==> config.mk <==
export PLATFORM = sky130hd
export DESIGN_NAME = time_sorted_schedule_table_core
export DESIGN_NICKNAME = d
export VERILOG_FILES = /design/src/hw/rtl/tsst_pkg.sv /design/src/hw/rtl/time_sorted_schedule_table_core.sv /design/src/hw/rtl/tsst_ram.sv /design/src/hw/rtl/tsst_dp.sv /design/src/hw/rtl/tsst_ctrl.sv
export VERILOG_INCLUDE_DIRS = /design/src /design/src/hw/rtl
export SDC_FILE = /design/constraint.sdc
export NUM_CORES = 1
export LEC_CHECK = 0
export ABC_AREA = 0
export BUFFER_PORTS_ARGS = -buffer_cell sky130_fd_sc_hd__clkbuf_2
export CAP_MARGIN = 20
export CORE_MARGIN = 1.5
export CORE_UTILIZATION = 30
export CTS_CLUSTER_DIAMETER = 150
export DETAILED_ROUTE_END_ITERATION = 16
export GPL_TIMING_DRIVEN = 0
export PLACE_DENSITY_LB_ADDON = 0.05
export SYNTH_ARGS = -nofsm -noshare
export SYNTH_HDL_FRONTEND = slang
export SYNTH_SLANG_ARGS = --single-unit
export TNS_END_PERCENT = 1
==> constraint.sdc <==
create_clock -name i_clk -period 7.9 [get_ports i_clk]
set_input_delay 1.58 -clock i_clk [delete_from_list [all_inputs] [get_ports i_clk]]
set_output_delay 1.58 -clock i_clk [all_outputs]
set_load 0.05 [all_outputs]
==> src/hw/rtl/time_sorted_schedule_table_core_macros.svh <==
// Assertion macros shared by the schedule table RTL
`ifndef TIME_SORTED_SCHEDULE_TABLE_CORE_MACROS_SVH
`define TIME_SORTED_SCHEDULE_TABLE_CORE_MACROS_SVH

`ifndef SYNTHESIS

// Condition holds at every edge out of reset
`define TSST_ASSERT_ALWAYS(lbl, clk, rst_n, expr) \
    lbl: assert property (@(posedge clk) disable iff (!rst_n) (expr)) \
        else $error("tsst assertion failed");

// Antecedent implies consequent in the same cycle
`define TSST_ASSERT_IMPL(lbl, clk, rst_n, ante, cons) \
    lbl: assert property (@(posedge clk) disable iff (!rst_n) (ante) |-> (cons)) \
        else $error("tsst assertion failed");

`else

`define TSST_ASSERT_ALWAYS(lbl, clk, rst_n, expr)
`define TSST_ASSERT_IMPL(lbl, clk, rst_n, ante, cons)

`endif

`endif

==> src/hw/rtl/tsst_pkg.sv <==
package tsst_pkg;

    // Field widths
    localparam int unsigned CMD_W     = 2;
    localparam int unsigned TM_W      = 12;
    localparam int unsigned DEV_W     = 8;
    localparam int unsigned VAL_W     = 8;
    localparam int unsigned POS_W     = 8;
    localparam int unsigned STATUS_W  = 2;
    localparam int unsigned CNT_OUT_W = 5;
    localparam int unsigned ENTRY_W   = TM_W + DEV_W + VAL_W;

    // Stream word layout
    localparam int unsigned S_TDATA_W = 40;
    localparam int unsigned M_TDATA_W = 40;
    localparam int unsigned S_TM_LSB  = 0;
    localparam int unsigned S_DEV_LSB = S_TM_LSB + TM_W;
    localparam int unsigned S_VAL_LSB = S_DEV_LSB + DEV_W;
    localparam int unsigned S_POS_LSB = S_VAL_LSB + VAL_W;
    localparam int unsigned M_USED_W  = CNT_OUT_W + TM_W + DEV_W + VAL_W;
    localparam int unsigned M_PAD_W   = M_TDATA_W - M_USED_W;

    // Time check: hours = (tm * 1311) >> 17 is exact for any 12-bit tm
    localparam int unsigned PROD_W       = 23;
    localparam int unsigned HRS_W        = 6;
    localparam int unsigned DIV100_SHIFT = 17;
    localparam logic [PROD_W-1:0] DIV100_MUL = PROD_W'(1311);
    localparam logic [TM_W-1:0]   HRS_SCALE  = TM_W'(100);
    localparam logic [HRS_W-1:0]  HOURS_MAX  = HRS_W'(23);
    localparam logic [TM_W-1:0]   MINS_MAX   = TM_W'(59);

    // Device letters and state limits
    localparam logic [DEV_W-1:0] DEV_A     = 8'h41;
    localparam logic [DEV_W-1:0] DEV_D     = 8'h44;
    localparam logic [DEV_W-1:0] DEV_E     = 8'h45;
    localparam logic [DEV_W-1:0] DEV_F     = 8'h46;
    localparam logic [VAL_W-1:0] DOOR_MAX  = VAL_W'(1);
    localparam logic [VAL_W-1:0] ANGLE_MAX = VAL_W'(180);

    typedef enum logic [CMD_W-1:0] {
        CMD_INSERT = 2'd0,
        CMD_DELETE = 2'd1,
        CMD_READ   = 2'd2
    } t_cmd;

    typedef enum logic [STATUS_W-1:0] {
        ST_OK      = 2'd0,
        ST_INVALID = 2'd1,
        ST_FULL    = 2'd2,
        ST_BADPOS  = 2'd3
    } t_status;

    typedef struct packed {
        logic [VAL_W-1:0] val;
        logic [DEV_W-1:0] dev;
        logic [TM_W-1:0]  tm;
    } t_entry;

    typedef enum logic [2:0] {
        S_IDLE,
        S_CHECK,
        S_INS_SHIFT,
        S_DEL_SHIFT,
        S_RD_WAIT,
        S_RESP
    } t_state;

    typedef enum logic [2:0] {
        IDX_HOLD,
        IDX_INS_INIT,
        IDX_POS,
        IDX_DEC,
        IDX_INC
    } t_idx_op;

    typedef enum logic [1:0] {
        WR_NONE,
        WR_SHIFT,
        WR_NEW
    } t_wr_op;

    typedef enum logic [1:0] {
        CNT_HOLD,
        CNT_INC,
        CNT_DEC
    } t_cnt_op;

    // Controller to datapath
    typedef struct packed {
        logic    load;
        t_idx_op idx_op;
        t_wr_op  wr_op;
        t_cnt_op cnt_op;
        logic    res_load;
        t_status res_code;
        logic    res_take;
        logic    push;
    } t_dp_cmd;

    // Datapath to controller
    typedef struct packed {
        t_cmd cmd;
        logic act_ok;
        logic full;
        logic pos_ok;
        logic ins_more;
        logic del_more;
        logic out_free;
    } t_dp_stat;

endpackage

==> src/hw/rtl/time_sorted_schedule_table_core.sv <==
// An insert moves each stored entry with a later time up one slot, and a delete moves each
// entry above the position down one slot; one entry moves per cycle through the table RAM.
// A read or a rejected command moves no entry.
// One command at a time: the next word is taken the cycle after the result is registered,
// so s_tready stays low from acceptance until the result is registered.
// Reset (synchronous, active low) empties the table count and control state;
// table contents are not cleared and need no clearing pass.
module time_sorted_schedule_table_core
    import tsst_pkg::*;
#(
    parameter int unsigned TABLE_DEPTH = 16
) (
    input  logic                 i_clk,
    input  logic                 i_rst_n,
    input  logic                 s_tvalid,
    output logic                 s_tready,
    // time_hhmm[11:0], device_id[19:12], device_state[27:20], position[35:28]
    input  logic [S_TDATA_W-1:0] s_tdata,
    // command[1:0]
    input  logic [CMD_W-1:0]     s_tuser,
    output logic                 m_tvalid,
    input  logic                 m_tready,
    // entry_count[4:0], entry_time[16:5], entry_device[24:17], entry_state[32:25]
    output logic [M_TDATA_W-1:0] m_tdata,
    // status[1:0]
    output logic [STATUS_W-1:0]  m_tuser
);

    t_dp_cmd  w_cmd;
    t_dp_stat w_stat;

    tsst_ctrl u_ctrl (
        .i_clk      (i_clk),
        .i_rst_n    (i_rst_n),
        .i_s_tvalid (s_tvalid),
        .o_s_tready (s_tready),
        .i_stat     (w_stat),
        .o_cmd      (w_cmd)
    );

    tsst_dp #(
        .TABLE_DEPTH (TABLE_DEPTH)
    ) u_dp (
        .i_clk      (i_clk),
        .i_rst_n    (i_rst_n),
        .i_s_tdata  (s_tdata),
        .i_s_tuser  (s_tuser),
        .i_m_tready (m_tready),
        .o_m_tvalid (m_tvalid),
        .o_m_tdata  (m_tdata),
        .o_m_tuser  (m_tuser),
        .i_cmd      (w_cmd),
        .o_stat     (w_stat)
    );

endmodule

==> src/hw/rtl/tsst_ram.sv <==
module tsst_ram #(
    parameter int unsigned WIDTH = 8,
    parameter int unsigned DEPTH = 16
) (
    input  logic                     i_clk,
    input  logic                     i_wr_en,
    input  logic [$clog2(DEPTH)-1:0] i_wr_addr,
    input  logic [WIDTH-1:0]         i_wr_data,
    input  logic [$clog2(DEPTH)-1:0] i_rd_addr,
    output logic [WIDTH-1:0]         o_rd_data
);

    logic [WIDTH-1:0] r_mem [DEPTH];
    logic [WIDTH-1:0] r_rd_data;

    // One write port, one registered read port
    always_ff @(posedge i_clk) begin
        if (i_wr_en) begin
            r_mem[i_wr_addr] <= i_wr_data;
        end
        r_rd_data <= r_mem[i_rd_addr];
    end

    assign o_rd_data = r_rd_data;

endmodule

==> src/hw/rtl/tsst_dp.sv <==
`include "time_sorted_schedule_table_core_macros.svh"

module tsst_dp
    import tsst_pkg::*;
#(
    parameter int unsigned TABLE_DEPTH = 16
) (
    input  logic                 i_clk,
    input  logic                 i_rst_n,
    input  logic [S_TDATA_W-1:0] i_s_tdata,
    input  logic [CMD_W-1:0]     i_s_tuser,
    input  logic                 i_m_tready,
    output logic                 o_m_tvalid,
    output logic [M_TDATA_W-1:0] o_m_tdata,
    output logic [STATUS_W-1:0]  o_m_tuser,
    input  t_dp_cmd              i_cmd,
    output t_dp_stat             o_stat
);

    localparam int unsigned IDX_W = $clog2(TABLE_DEPTH);
    localparam int unsigned CNT_W = $clog2(TABLE_DEPTH + 1);

    // Latched command word
    t_cmd              r_cmd;
    logic [TM_W-1:0]   r_tm;
    logic [DEV_W-1:0]  r_dev;
    logic [VAL_W-1:0]  r_val;
    logic [POS_W-1:0]  r_pos;
    logic [HRS_W-1:0]  r_hrs;

    logic [CNT_W-1:0]  r_count, n_count;
    logic [CNT_W-1:0]  r_idx, n_idx;

    t_status           r_res_status;
    t_entry            r_res_entry;

    logic              r_m_valid;
    t_status           r_o_status;
    logic [CNT_OUT_W-1:0] r_o_count;
    t_entry            r_o_entry;

    logic [PROD_W-1:0] w_prod;
    logic [TM_W-1:0]   w_mins;
    logic              w_time_ok;
    logic              w_dev_ok;
    logic [CNT_W-1:0]  w_rd_idx;
    logic              w_wr_en;
    t_entry            w_wr_data;
    t_entry            w_rd_data;
    t_entry            w_new;

    // Hours by reciprocal multiply, taken at acceptance
    assign w_prod = PROD_W'(i_s_tdata[S_TM_LSB +: TM_W]) * DIV100_MUL;

    always_ff @(posedge i_clk) begin
        if (i_cmd.load) begin
            r_cmd <= t_cmd'(i_s_tuser);
            r_tm  <= i_s_tdata[S_TM_LSB +: TM_W];
            r_dev <= i_s_tdata[S_DEV_LSB +: DEV_W];
            r_val <= i_s_tdata[S_VAL_LSB +: VAL_W];
            r_pos <= i_s_tdata[S_POS_LSB +: POS_W];
            r_hrs <= w_prod[PROD_W-1:DIV100_SHIFT];
        end
    end

    // Action check
    assign w_mins    = r_tm - (TM_W'(r_hrs) * HRS_SCALE);
    assign w_time_ok = (r_hrs <= HOURS_MAX) && (w_mins <= MINS_MAX);

    always_comb begin
        if (r_dev >= DEV_A && r_dev <= DEV_D) begin
            w_dev_ok = (r_val <= DOOR_MAX);
        end else if (r_dev >= DEV_E && r_dev <= DEV_F) begin
            w_dev_ok = (r_val <= ANGLE_MAX);
        end else begin
            w_dev_ok = 1'b0;
        end
    end

    // Walking index
    always_comb begin
        case (i_cmd.idx_op)
            IDX_HOLD:     n_idx = r_idx;
            IDX_INS_INIT: n_idx = r_count;
            IDX_POS:      n_idx = CNT_W'(r_pos) - CNT_W'(1);
            IDX_DEC:      n_idx = r_idx - CNT_W'(1);
            IDX_INC:      n_idx = r_idx + CNT_W'(1);
            default:      n_idx = r_idx;
        endcase
    end

    always_ff @(posedge i_clk) begin
        r_idx <= n_idx;
    end

    // Read one ahead of the walk: below for insert, above for delete
    always_comb begin
        case (r_cmd)
            CMD_INSERT: w_rd_idx = n_idx - CNT_W'(1);
            CMD_DELETE: w_rd_idx = n_idx + CNT_W'(1);
            default:    w_rd_idx = n_idx;
        endcase
    end

    assign w_new     = '{val: r_val, dev: r_dev, tm: r_tm};
    assign w_wr_en   = (i_cmd.wr_op != WR_NONE);
    assign w_wr_data = (i_cmd.wr_op == WR_NEW) ? w_new : w_rd_data;

    tsst_ram #(
        .WIDTH (ENTRY_W),
        .DEPTH (TABLE_DEPTH)
    ) u_table (
        .i_clk     (i_clk),
        .i_wr_en   (w_wr_en),
        .i_wr_addr (r_idx[IDX_W-1:0]),
        .i_wr_data (w_wr_data),
        .i_rd_addr (w_rd_idx[IDX_W-1:0]),
        .o_rd_data (w_rd_data)
    );

    // Entry count
    always_comb begin
        case (i_cmd.cnt_op)
            CNT_HOLD: n_count = r_count;
            CNT_INC:  n_count = r_count + CNT_W'(1);
            CNT_DEC:  n_count = r_count - CNT_W'(1);
            default:  n_count = r_count;
        endcase
    end

    always_ff @(posedge i_clk) begin
        if (!i_rst_n) begin
            r_count <= '0;
        end else begin
            r_count <= n_count;
        end
    end

    // Pending result
    always_ff @(posedge i_clk) begin
        if (i_cmd.res_load) begin
            r_res_status <= i_cmd.res_code;
            r_res_entry  <= i_cmd.res_take ? w_rd_data : '0;
        end
    end

    // Output register
    always_ff @(posedge i_clk) begin
        if (!i_rst_n) begin
            r_m_valid <= 1'b0;
        end else if (i_cmd.push) begin
            r_m_valid <= 1'b1;
        end else if (i_m_tready) begin
            r_m_valid <= 1'b0;
        end
    end

    always_ff @(posedge i_clk) begin
        if (i_cmd.push) begin
            r_o_status <= r_res_status;
            r_o_count  <= CNT_OUT_W'(r_count);
            r_o_entry  <= r_res_entry;
        end
    end

    assign o_m_tvalid = r_m_valid;
    assign o_m_tdata  = {M_PAD_W'(0), r_o_entry.val, r_o_entry.dev, r_o_entry.tm, r_o_count};
    assign o_m_tuser  = r_o_status;

    // Status to controller
    assign o_stat.cmd      = r_cmd;
    assign o_stat.act_ok   = w_time_ok && w_dev_ok;
    assign o_stat.full     = (r_count == CNT_W'(TABLE_DEPTH));
    assign o_stat.pos_ok   = (r_pos != '0) && (r_pos <= POS_W'(r_count));
    assign o_stat.ins_more = (r_idx != '0) && (w_rd_data.tm > r_tm);
    assign o_stat.del_more = ((r_idx + CNT_W'(1)) < r_count);
    assign o_stat.out_free = !r_m_valid || i_m_tready;

    `TSST_ASSERT_ALWAYS(a_cnt_bound, i_clk, i_rst_n, r_count <= CNT_W'(TABLE_DEPTH))
    `TSST_ASSERT_IMPL(a_wr_in_table, i_clk, i_rst_n, w_wr_en, r_idx < CNT_W'(TABLE_DEPTH))
    `TSST_ASSERT_IMPL(a_res_zero, i_clk, i_rst_n, r_m_valid && (r_o_status != ST_OK), r_o_entry == '0)

endmodule

==> src/hw/rtl/tsst_ctrl.sv <==
`include "time_sorted_schedule_table_core_macros.svh"

module tsst_ctrl
    import tsst_pkg::*;
(
    input  logic     i_clk,
    input  logic     i_rst_n,
    input  logic     i_s_tvalid,
    output logic     o_s_tready,
    input  t_dp_stat i_stat,
    output t_dp_cmd  o_cmd
);

    t_state r_state, n_state;

    always_ff @(posedge i_clk) begin
        if (!i_rst_n) begin
            r_state <= S_IDLE;
        end else begin
            r_state <= n_state;
        end
    end

    // Sequencer: check, walk the table one entry a cycle for an insert or delete, then respond
    always_comb begin
        n_state    = r_state;
        o_cmd      = '0;
        o_s_tready = 1'b0;
        case (r_state)
            S_IDLE: begin
                o_s_tready = 1'b1;
                if (i_s_tvalid) begin
                    o_cmd.load = 1'b1;
                    n_state    = S_CHECK;
                end
            end
            S_CHECK: begin
                case (i_stat.cmd)
                    CMD_INSERT: begin
                        if (!i_stat.act_ok) begin
                            o_cmd.res_load = 1'b1;
                            o_cmd.res_code = ST_INVALID;
                            n_state        = S_RESP;
                        end else if (i_stat.full) begin
                            o_cmd.res_load = 1'b1;
                            o_cmd.res_code = ST_FULL;
                            n_state        = S_RESP;
                        end else begin
                            o_cmd.idx_op = IDX_INS_INIT;
                            n_state      = S_INS_SHIFT;
                        end
                    end
                    CMD_DELETE: begin
                        if (!i_stat.pos_ok) begin
                            o_cmd.res_load = 1'b1;
                            o_cmd.res_code = ST_BADPOS;
                            n_state        = S_RESP;
                        end else begin
                            o_cmd.idx_op = IDX_POS;
                            n_state      = S_DEL_SHIFT;
                        end
                    end
                    CMD_READ: begin
                        if (!i_stat.pos_ok) begin
                            o_cmd.res_load = 1'b1;
                            o_cmd.res_code = ST_BADPOS;
                            n_state        = S_RESP;
                        end else begin
                            o_cmd.idx_op = IDX_POS;
                            n_state      = S_RD_WAIT;
                        end
                    end
                    default: begin
                        // unused command code
                        o_cmd.res_load = 1'b1;
                        o_cmd.res_code = ST_INVALID;
                        n_state        = S_RESP;
                    end
                endcase
            end
            S_INS_SHIFT: begin
                if (i_stat.ins_more) begin
                    o_cmd.wr_op  = WR_SHIFT;
                    o_cmd.idx_op = IDX_DEC;
                end else begin
                    o_cmd.wr_op    = WR_NEW;
                    o_cmd.cnt_op   = CNT_INC;
                    o_cmd.res_load = 1'b1;
                    o_cmd.res_code = ST_OK;
                    n_state        = S_RESP;
                end
            end
            S_DEL_SHIFT: begin
                if (i_stat.del_more) begin
                    o_cmd.wr_op  = WR_SHIFT;
                    o_cmd.idx_op = IDX_INC;
                end else begin
                    o_cmd.cnt_op   = CNT_DEC;
                    o_cmd.res_load = 1'b1;
                    o_cmd.res_code = ST_OK;
                    n_state        = S_RESP;
                end
            end
            S_RD_WAIT: begin
                o_cmd.res_load = 1'b1;
                o_cmd.res_code = ST_OK;
                o_cmd.res_take = 1'b1;
                n_state        = S_RESP;
            end
            S_RESP: begin
                if (i_stat.out_free) begin
                    o_cmd.push = 1'b1;
                    n_state    = S_IDLE;
                end
            end
            default: begin
                n_state = S_IDLE;
            end
        endcase
    end

    `TSST_ASSERT_IMPL(a_ins_walk, i_clk, i_rst_n, r_state == S_INS_SHIFT, i_stat.cmd == CMD_INSERT)
    `TSST_ASSERT_IMPL(a_del_walk, i_clk, i_rst_n, r_state == S_DEL_SHIFT, i_stat.cmd == CMD_DELETE)
    `TSST_ASSERT_IMPL(a_push_resp, i_clk, i_rst_n, o_cmd.push, r_state == S_RESP)

endmodule
==> results of run 1 <==
[flip-flops by register name, summed over array words and instances (netlist names)]
| name | flops |
|---|---|
| u_dp.r_res_status | 2 |
| u_dp.r_o_count | 5 |
| u_dp.u_table.o_rd_data | 28 |
| u_dp.r_pos | 8 |
| u_dp.r_idx | 5 |
| u_dp.r_tm | 12 |
| u_dp.u_table.r_mem | 448 |
| u_dp.o_m_tvalid | 1 |
| u_dp.o_m_tdata | 28 |
| u_dp.r_hrs | 6 |
| u_dp.o_m_tuser | 2 |
| u_dp.r_res_entry | 28 |
| u_ctrl.r_state | 3 |
| u_dp.r_val | 8 |
| u_dp.r_dev | 8 |
| u_dp.r_count | 5 |
| u_dp.r_cmd | 2 |
[kinds of logic after synthesis]
logic type / count (synthesis) / synth area share, %
multiplexers: 104 / 4.03
other: 1 / 0.0134
AND/OR/NAND/NOR: 381 / 7.00
AO/OA/AOI/OAI: 543 / 11.7
flip-flops: 599 / 62.6
adder cells (fa/ha/maj): 198 / 10.1
XOR/XNOR: 30 / 0.962
buffers and inverters: 241 / 3.62
[critical path, delay by kind of cell (launching register included)]
kind                       cells  cell delay [ns]
AOI/OAI and AO/OA             10             2.46
adders and majority gates      7             2.28
muxes                          2             0.46
DFF                            1             0.45
buffers and inverters          5             0.97
xor gates and xnor gates       3             0.46
and+or+nand+nor                1             0.34
[Yosys cell counts (all sizes together) (21+ instances only)]
master / count / area (µm²)
edfxtp: 558 / 16800
xnor2: 21 / 191
a2111oi: 59 / 568
fa: 46 / 921
nand3: 178 / 891
mux2: 72 / 811
o21ai: 210 / 1050
clkbuf: 80 / 300
nand2: 44 / 165
a21oi: 194 / 971
nor3: 21 / 110
and2: 34 / 213
buf: 53 / 310
dfxtp: 41 / 821
inv: 108 / 405
mux2i: 32 / 320
ha: 152 / 1900
nor2: 41 / 154
[final cells by class]
class                   count  area (µm²)
plain buffers             132         706
clock buffers              91        1950
clock inverters            39         417
fillers                  9038       59200
inverters                 108         405
multi-input cells        1263       10100
flip-flops and latches    599       17600
well taps                1254        1570
repair buffers            141        1160
[repair_timing]
item,4_1_cts,5_1_grt
pin swaps,4,5
gates resized for setup,85,54
setup buffers,7,10
endpoints found under the setup margin,28,28
[report_power, final]
group	internal [W]	switching (W)
clock network	0.00198	0.00135
logic	0.00148	0.00255
registers	0.00396	0.000129
[layer usage]
layer	part of all wire, %	track usage [%]	vias to the layer above	wire (µm)
li1	-	-	8392	-
met1	47	26.4	9423	41800
met2	47	30.6	445	41700
met3	3.9	2.24	98	3510
met5	0	0	-	0
met4	2.0	5.03	0	1780
[final timing paths]
path	from	endpoint	slack, ns	depth (start not counted)
hold / removal	u_dp.r_res_entry[5]	u_dp.o_m_tdata[10]	0.40	0
setup / recovery	u_dp.r_hrs[1]	u_dp.u_table.o_rd_data[7]	0.30	28
setup reg to reg	u_dp.r_hrs[1]	u_dp.u_table.o_rd_data[7]	0.30	28
hold reg to reg	u_dp.r_res_entry[5]	u_dp.o_m_tdata[10]	0.40	0
[per-stage QoR]
| stage | hold slack [ns] | TNS, ns | cells |
|---|---|---|---|
| floorplan | 0.400 | 0 | 2103 |
| global placement | 0.403 | -89.52 | 3435 |
| detailed placement | 0.406 | -37.02 | 3480 |
| CTS | 0.401 | -0.0967 | 3617 |
| global route | 0.415 | -0.0334 | 3627 |
| finish | 0.401 | 0 | 3627 |
==> run summary, run 1 <==
status - completed
Final setup viols - 0
first-pass GRT wire length - 130 mm
synth warn - 0
initial drt markers - 1300
Slew @ Worst Pin - 1.15 ns
total grt overflow - 0
DRT Pass-1 Iters - 5
Worst path max stage delay - 0.48 ns
Pleak - 12.1 nW
Worst EP required - 8.34 ns
core area - 93000 µm²
Final ANT Viol Nets - 0
Fmax - 132 MHz
nets - 2560
Place WS - -1.66 ns
Final Cell Area - 33800 µm²
port buffer count - 78
largest net degree at the start of global routing - 45
Vias - 18400
Crit path arrival time - 8.04 ns
CP Class - reg2reg
Netlist cell types - 79
Hold Buf Count CTS - 0
CTS H-tree lvls - 3
max_slew headroom - 23.3%
global placement routability congestion - 0.788
die height - 309 µm
Power Total - 0.0114 W
fin crit share - 96.2%
class of the worst hold path - reg2reg
dominant synthesized flop cell - edfxtp_1
Num CTS Buffers - 71
Post-Synthesis Cells - 2097
post-DP HPWL - 62.7 mm
RSZ-0062 raised after global routing - yes
Final Max Tran Viols - 0
register area share after synthesis - 62.6%
vias in the first global route - 18600
ys async rst share - 0%
layout cells sized above 1 - 17.7%
Layout Utilization - 36.4%
All-Layer GR Usage - 18.8%
worst vdd ir - 0.176 mV
DR WL/cell - 24.5 µm
DP Area - 30800 µm²
Seq cells post-synth - 599
CTS tree - done
clock skew - 0.0241 ns
starting density of the core - 30.2%
area of the die - 95500 µm²
Clock transition at path regs - 0.06 ns
Post-synth EDFFs - 558
worst skew pair latency - 0.62 ns
total power divided by cell area - 338 nW/µm²
Sink Count - 599
Cell Area, Synth - 28100 µm²
CP max FO - 10
fin crit period - 7.60 ns
antenna violations before repair - 3
CTS max path bufs - 3
Crit-path slowest cell - fa_1
Top Ports - 90
most common cell after layout, fill and taps aside - edfxtp_1
mean post-synth cell area - 13.4 µm²
Root Buffer - clkbuf_16
setup ws final - 0.301 ns
Worst setup SP type - flop
antenna cell count - 0
Syn-to-layout area delta - 20.5%
max_cap viols - 0
die width - 309 µm
Residual DRC - 0
commonest non-fill, non-tap cells in the layout - 558 x edfxtp_1, 192 x a21oi_1, 192 x o21ai_0
Critical Path End Type - flop
post-DR vias/cell - 5.06
Cell Rows - 112
final hold violations - 0
drt total wl - 88.8 mm
cell mode on critical path - ha_1
(Power assumes the default switching activity.)
==> inputs of run 2 (changes only) <==
==> constraint.sdc (replaced) <==
create_clock -name i_clk -period 7.4 [get_ports i_clk]
set_input_delay 1.48 -clock i_clk [delete_from_list [all_inputs] [get_ports i_clk]]
set_output_delay 1.48 -clock i_clk [all_outputs]
set_load 0.05 [all_outputs]
==> run 2 against run 1 <==
Compared with the run above: sequential share of layout area down 0.89 points; fmax grew 6.2%; final cell count increased by 0.58%; worst setup slack got worse by 0.056 ns; die area unchanged; sequential power grew 6.8%.
==> run summary, run 2 (synthesized netlist as in run 1, its figures left out) <==
status - completed
worst skew pair latency - 0.62 ns
CTS max path bufs - 3
commonest non-fill, non-tap cells in the layout - 558 x edfxtp_1, 192 x a21oi_1, 192 x o21ai_0
Slew @ Worst Pin - 1.17 ns
delay-heaviest family, CP - compound AO/OA/AOI/OAI gates
starting density of the core - 30.2%
global placement routability congestion - 0.788
sw power - 0.00445 W
final hold violations - 0
placed insts - 3480
cell mode on critical path - ha_1
Final ANT Viol Nets - 0
drt total wl - 89.7 mm
DR WL/cell - 24.6 µm
net switching fraction of the power - 35.1%
antenna violations before repair - 1
Top Ports - 90
Layout Utilization - 37.0%
Clock transition at path regs - 0.06 ns
nets - 2580
Crit-path slowest cell - edfxtp_1
port buffer count - 78
clock share of power - 28.0%
CP max FO - 10
first-pass GRT wire length - 130 mm
Hold Buf Count CTS - 0
Worst setup SP type - flop
most common cell after layout, fill and taps aside - edfxtp_1
clock skew - 0.0244 ns
largest net degree at the start of global routing - 45
initial drt markers - 1404
Sequential Power Share - 34.4%
CTS H-tree lvls - 3
die height - 309 µm
Sink Count - 599
Fmax - 140 MHz
DRT Pass-1 Iters - 5
Final Max Tran Viols - 0
max_slew headroom - 22.2%
area of the die - 95500 µm²
internal power - 0.00824 W
Num CTS Buffers - 71
max_cap viols - 0
Worst path max stage delay - 0.47 ns
Place WS - -2.16 ns
fin crit period - 7.15 ns
fin crit share - 96.7%
layout cells sized above 1 - 19.5%
total power divided by cell area - 368 nW/µm²
Cell Count, Final, Fillers Out - 3648
Critical Path End Type - flop
setup ws final - 0.246 ns
worst vdd ir - 0.235 mV
Cell Rows - 112
core area - 93000 µm²
die width - 309 µm
Worst EP required - 7.88 ns
Syn-to-layout area delta - 22.6%
All-Layer GR Usage - 18.8%
Most flops, register - u_dp.u_table.r_mem
Crit path arrival time - 7.64 ns
class of the worst hold path - reg2reg
Root Buffer - clkbuf_16
Pleak - 12.3 nW
Vias - 18400
post-DP HPWL - 62.7 mm
CTS tree - done
Residual DRC - 0
post-DR vias/cell - 5.05
vias in the first global route - 18600
CP Class - reg2reg
crit path buf inv count - 6
Gate power share - 37.6%
total grt overflow - 0
Final setup viols - 0
max reg flops - 448
run 2: cell types whose count changed in the layout (fill, tap and decap cells not counted), sizes merged:
cell / before / now
buf: 116 / 137
clkbuf: 248 / 247
diode: 0 / 1
run 2: cell type report:
type | instances | area [µm²]
flip-flops and latches | 599 | 17600
fillers | 8994 | 58600
plain buffers | 132 | 817
well taps | 1254 | 1570
multi-input cells | 1263 | 10400
clock inverters | 39 | 417
inverters | 108 | 408
repair buffers | 161 | 1330
clock buffers | 91 | 1950
diodes | 1 | 2.50
run 2: routing by layer:
metal	share of wire, %	vias to the layer above	GRT usage, %
met5	0	-	0
met1	47	9438	26.4
met2	47	467	30.6
met3	4.1	97	2.35
li1	-	8428	-
met4	2.2	0	5.26
run 2: worst paths after layout:
check | slack [ns] | to | startpoint | depth (start not counted)
worst max-delay path | 0.25 | u_dp.u_table.o_rd_data[23] | u_dp.r_hrs[2] | 29
worst min-delay path | 0.40 | u_dp.o_m_tdata[10] | u_dp.r_res_entry[5] | 0
worst max register to register | 0.25 | u_dp.u_table.o_rd_data[23] | u_dp.r_hrs[2] | 29
worst min register to register | 0.40 | u_dp.o_m_tdata[10] | u_dp.r_res_entry[5] | 0
run 2: through the flow:
stage          setup TNS, ns  power (W)  area (µm²)  hold slack, ns
3_3_place_gp         -159.52    0.00823       30100           0.403
2_1_floorplan              0    0.00684       28100           0.400
6_report                   0     0.0127       34400           0.401
4_1_cts                    0     0.0124       33900           0.401
5_1_grt              -0.0475     0.0134       34400           0.415
3_5_place_dp          -51.02    0.00832       30800           0.406
run 2: repair_timing:
| action | in CTS | in global routing |
|---|---|---|
| gates cloned | 0 | 2 |
| pin swaps | 15 | 18 |
| resized for setup | 146 | 62 |
| buffers inserted | 19 | 16 |
| endpoints found under the setup margin | 28 | 28 |
run 2: power by group through the flow:
stage	Combinational (W)	Sequential, W	Clock, W
finish	0.00477	0.00437	0.00355
global route	0.00523	0.00438	0.00377
CTS	0.00440	0.00437	0.00366
detailed placement	0.00387	0.00444	0
global placement	0.00376	0.00447	0
floorplan	0.00246	0.00438	0
==> inputs of run 3 (changes only) <==
==> constraint.sdc (replaced) <==
create_clock -name i_clk -period 8.55 [get_ports i_clk]
set_input_delay 1.71 -clock i_clk [delete_from_list [all_inputs] [get_ports i_clk]]
set_output_delay 1.71 -clock i_clk [all_outputs]
set_load 0.05 [all_outputs]
==> run 3 against run 2 <==
Compared with the run above: total power decreased by 18%; cell area decreased by 2.8%; clock skew increased by 0.0014 ns; worst setup slack improved by 0.21 ns; die area unchanged; largest cell class unchanged; non-clock buffer count decreased by 24; clock power decreased by 13%; critical path depth unchanged; final cell count decreased by 0.66%; count of clock-buffer cells in the layout unchanged; via count decreased by 0.68%.
==> run summary, run 3 (synthesized netlist as in run 1, its figures left out) <==
initial drt markers - 1307
Crit path arrival time - 8.56 ns
starting density of the core - 30.2%
CTS tree - done
number of fillers in the final layout - 9069
fin crit share - 94.6%
cell mode on critical path - ha_1
reg-to-reg endpoint - u_dp.u_table.o_rd_data[11]
CP endpoint - u_dp.u_table.o_rd_data[11]
Root Buffer - clkbuf_16
WP depth - 29
Final Max Tran Viols - 0
max_slew headroom - 21.5%
status - completed
Num CTS Buffers - 71
max_cap viols - 0
antenna violations before repair - 3
class of the worst hold path - reg2reg
die height - 309 µm
die width - 309 µm
CTS H-tree lvls - 3
Syn-to-layout area delta - 19.2%
largest net degree at the start of global routing - 45
Hold Buf Count CTS - 0
DR WL/cell - 24.4 µm
drt total wl - 88.5 mm
CP max FO - 10
core area - 93000 µm²
total grt overflow - 0
RSZ-0062 raised after global routing - yes
Critical Path Start - u_dp.r_hrs[2]
most common cell after layout, fill and taps aside - edfxtp_1
Reg2Reg Setup Slack - 0.46 ns
area of the multi-input gates - 9800 µm²
crit path buf inv count - 4
Clock transition at path regs - 0.06 ns
Layout Utilization - 36.0%
global placement routability congestion - 0.788
CTS max path bufs - 3
hold path depth - 0
Final setup viols - 0
vias in the first global route - 18500
Most flops, register - u_dp.u_table.r_mem
Vias - 18300
layout cells sized above 1 - 16.5%
Sink Count - 599
DRT Pass-1 Iters - 5
worst vdd ir - 0.167 mV
fin crit period - 8.09 ns
Worst path max stage delay - 0.57 ns
All-Layer GR Usage - 18.7%
Crit-path slowest cell - a2111oi_1
Cell Rows - 112
Cell Count, Final, Fillers Out - 3624
CP Class - reg2reg
nets - 2556
max reg flops - 448
FF+latch area - 17600 µm²
port buffer count - 78
worst skew pair latency - 0.62 ns
placed insts - 3480
Worst setup SP type - flop
post-DR vias/cell - 5.05
Reg2Reg Launch Point - u_dp.r_hrs[2]
post-DP HPWL - 62.7 mm
Slew @ Worst Pin - 1.18 ns
total power divided by cell area - 310 nW/µm²
Fmax - 124 MHz
delay-heaviest family, CP - compound AO/OA/AOI/OAI gates
Top Ports - 90
Worst EP required - 9.02 ns
Residual DRC - 0
Critical Path End Type - flop
Final ANT Viol Nets - 0
setup TNS - 0 ns
final hold violations - 0
first-pass GRT wire length - 129 mm
commonest non-fill, non-tap cells in the layout - 558 x edfxtp_1, 194 x a21oi_1, 192 x o21ai_0
Pleak - 12.0 nW
clock skew - 0.0257 ns
area of the die - 95500 µm²
worst reg2reg path depth - 29
## run 3: cell types whose count changed in the layout (fill, tap and decap cells not counted), moves of 4 or more
cell,change
a2111oi_2,-5
buf_2,+11
buf_4,-22
a2111oi_4,-15
a2111oi_0,+17
mux2i_1,+4
clkbuf_4,+4
ha_4,-9
buf_12,-4
ha_1,+10
buf_6,-11
## run 3: area by class of cell
cell class / count / share of cell area, %
multi-input cells: 1263 / 29.3
clock buffers: 91 / 5.81
inverters: 108 / 1.21
well taps: 1254 / 4.69
repair buffers: 137 / 3.36
plain buffers: 132 / 1.88
flip-flops and latches: 599 / 52.5
clock inverters: 39 / 1.24
diodes: 1 / 0.00748
## run 3: worst reg2reg max path: cells and delay by family (launching register included)
family | cells | cell delay, ns
adders and majority gates | 7 | 2.21
buffers and inverters | 4 | 0.99
xor gates and xnor gates | 3 | 0.52
AOI/OAI and AO/OA | 11 | 2.87
muxes | 2 | 0.41
and+or+nand+nor | 2 | 0.48
DFF | 1 | 0.49
## run 3: through the flow
step | hold slack [ns] | setup WS (ns) | power (W) | cell area [µm²]
final | 0.400 | 0.460 | 0.0104 | 33500
after global routing | 0.415 | -0.0235 | 0.0110 | 33500
after CTS | 0.401 | -0.159 | 0.0104 | 33300
after detailed placement | 0.406 | -1.01 | 0.00720 | 30800
after global placement | 0.403 | -1.13 | 0.00712 | 30100
after floorplan | 0.400 | 1.50 | 0.00592 | 28100
## run 3: worst min path at each step
| stage | from | to | slack, ns |
|---|---|---|---|
| final | u_dp.r_res_entry[5] | u_dp.o_m_tdata[10] | 0.40 |
| after global routing | u_dp.r_res_entry[5] | u_dp.o_m_tdata[10] | 0.42 |
| after CTS | u_dp.r_res_entry[5] | u_dp.o_m_tdata[10] | 0.40 |
| after detailed placement | u_dp.r_res_status[1] | u_dp.o_m_tuser[1] | 0.41 |
| after global placement | u_dp.r_res_entry[26] | u_dp.o_m_tdata[31] | 0.40 |
| after floorplan | u_dp.r_res_entry[5] | u_dp.o_m_tdata[10] | 0.40 |
## run 3: timing repair
| action | 4_1_cts | 5_1_grt |
|---|---|---|
| setup buffers | 1 | 12 |
| gates resized for setup | 41 | 24 |
| pin swaps | 1 | 2 |
| endpoints found under the hold margin | 0 | 0 |
| endpoints found under the setup margin | 28 | 28 |
## run 3: routing by layer
| metal | GRT usage, % | vias up | part of all wire, % |
|---|---|---|---|
| li1 | - | 8378 | - |
| met1 | 26.2 | 9416 | 47 |
| met2 | 30.4 | 411 | 47 |
| met3 | 2.29 | 100 | 4.0 |
| met4 | 4.98 | 0 | 2.1 |
| met5 | 0 | - | 0 |
## run 3: where the power goes
| part | internal [W] | leakage, nW | switching [W] | total, W |
|---|---|---|---|---|
| registers | 0.00366 | 5.43 | 0.000119 | 0.00378 |
| logic | 0.00123 | 5.38 | 0.00229 | 0.00352 |
| clock network | 0.00183 | 1.15 | 0.00125 | 0.00308 |
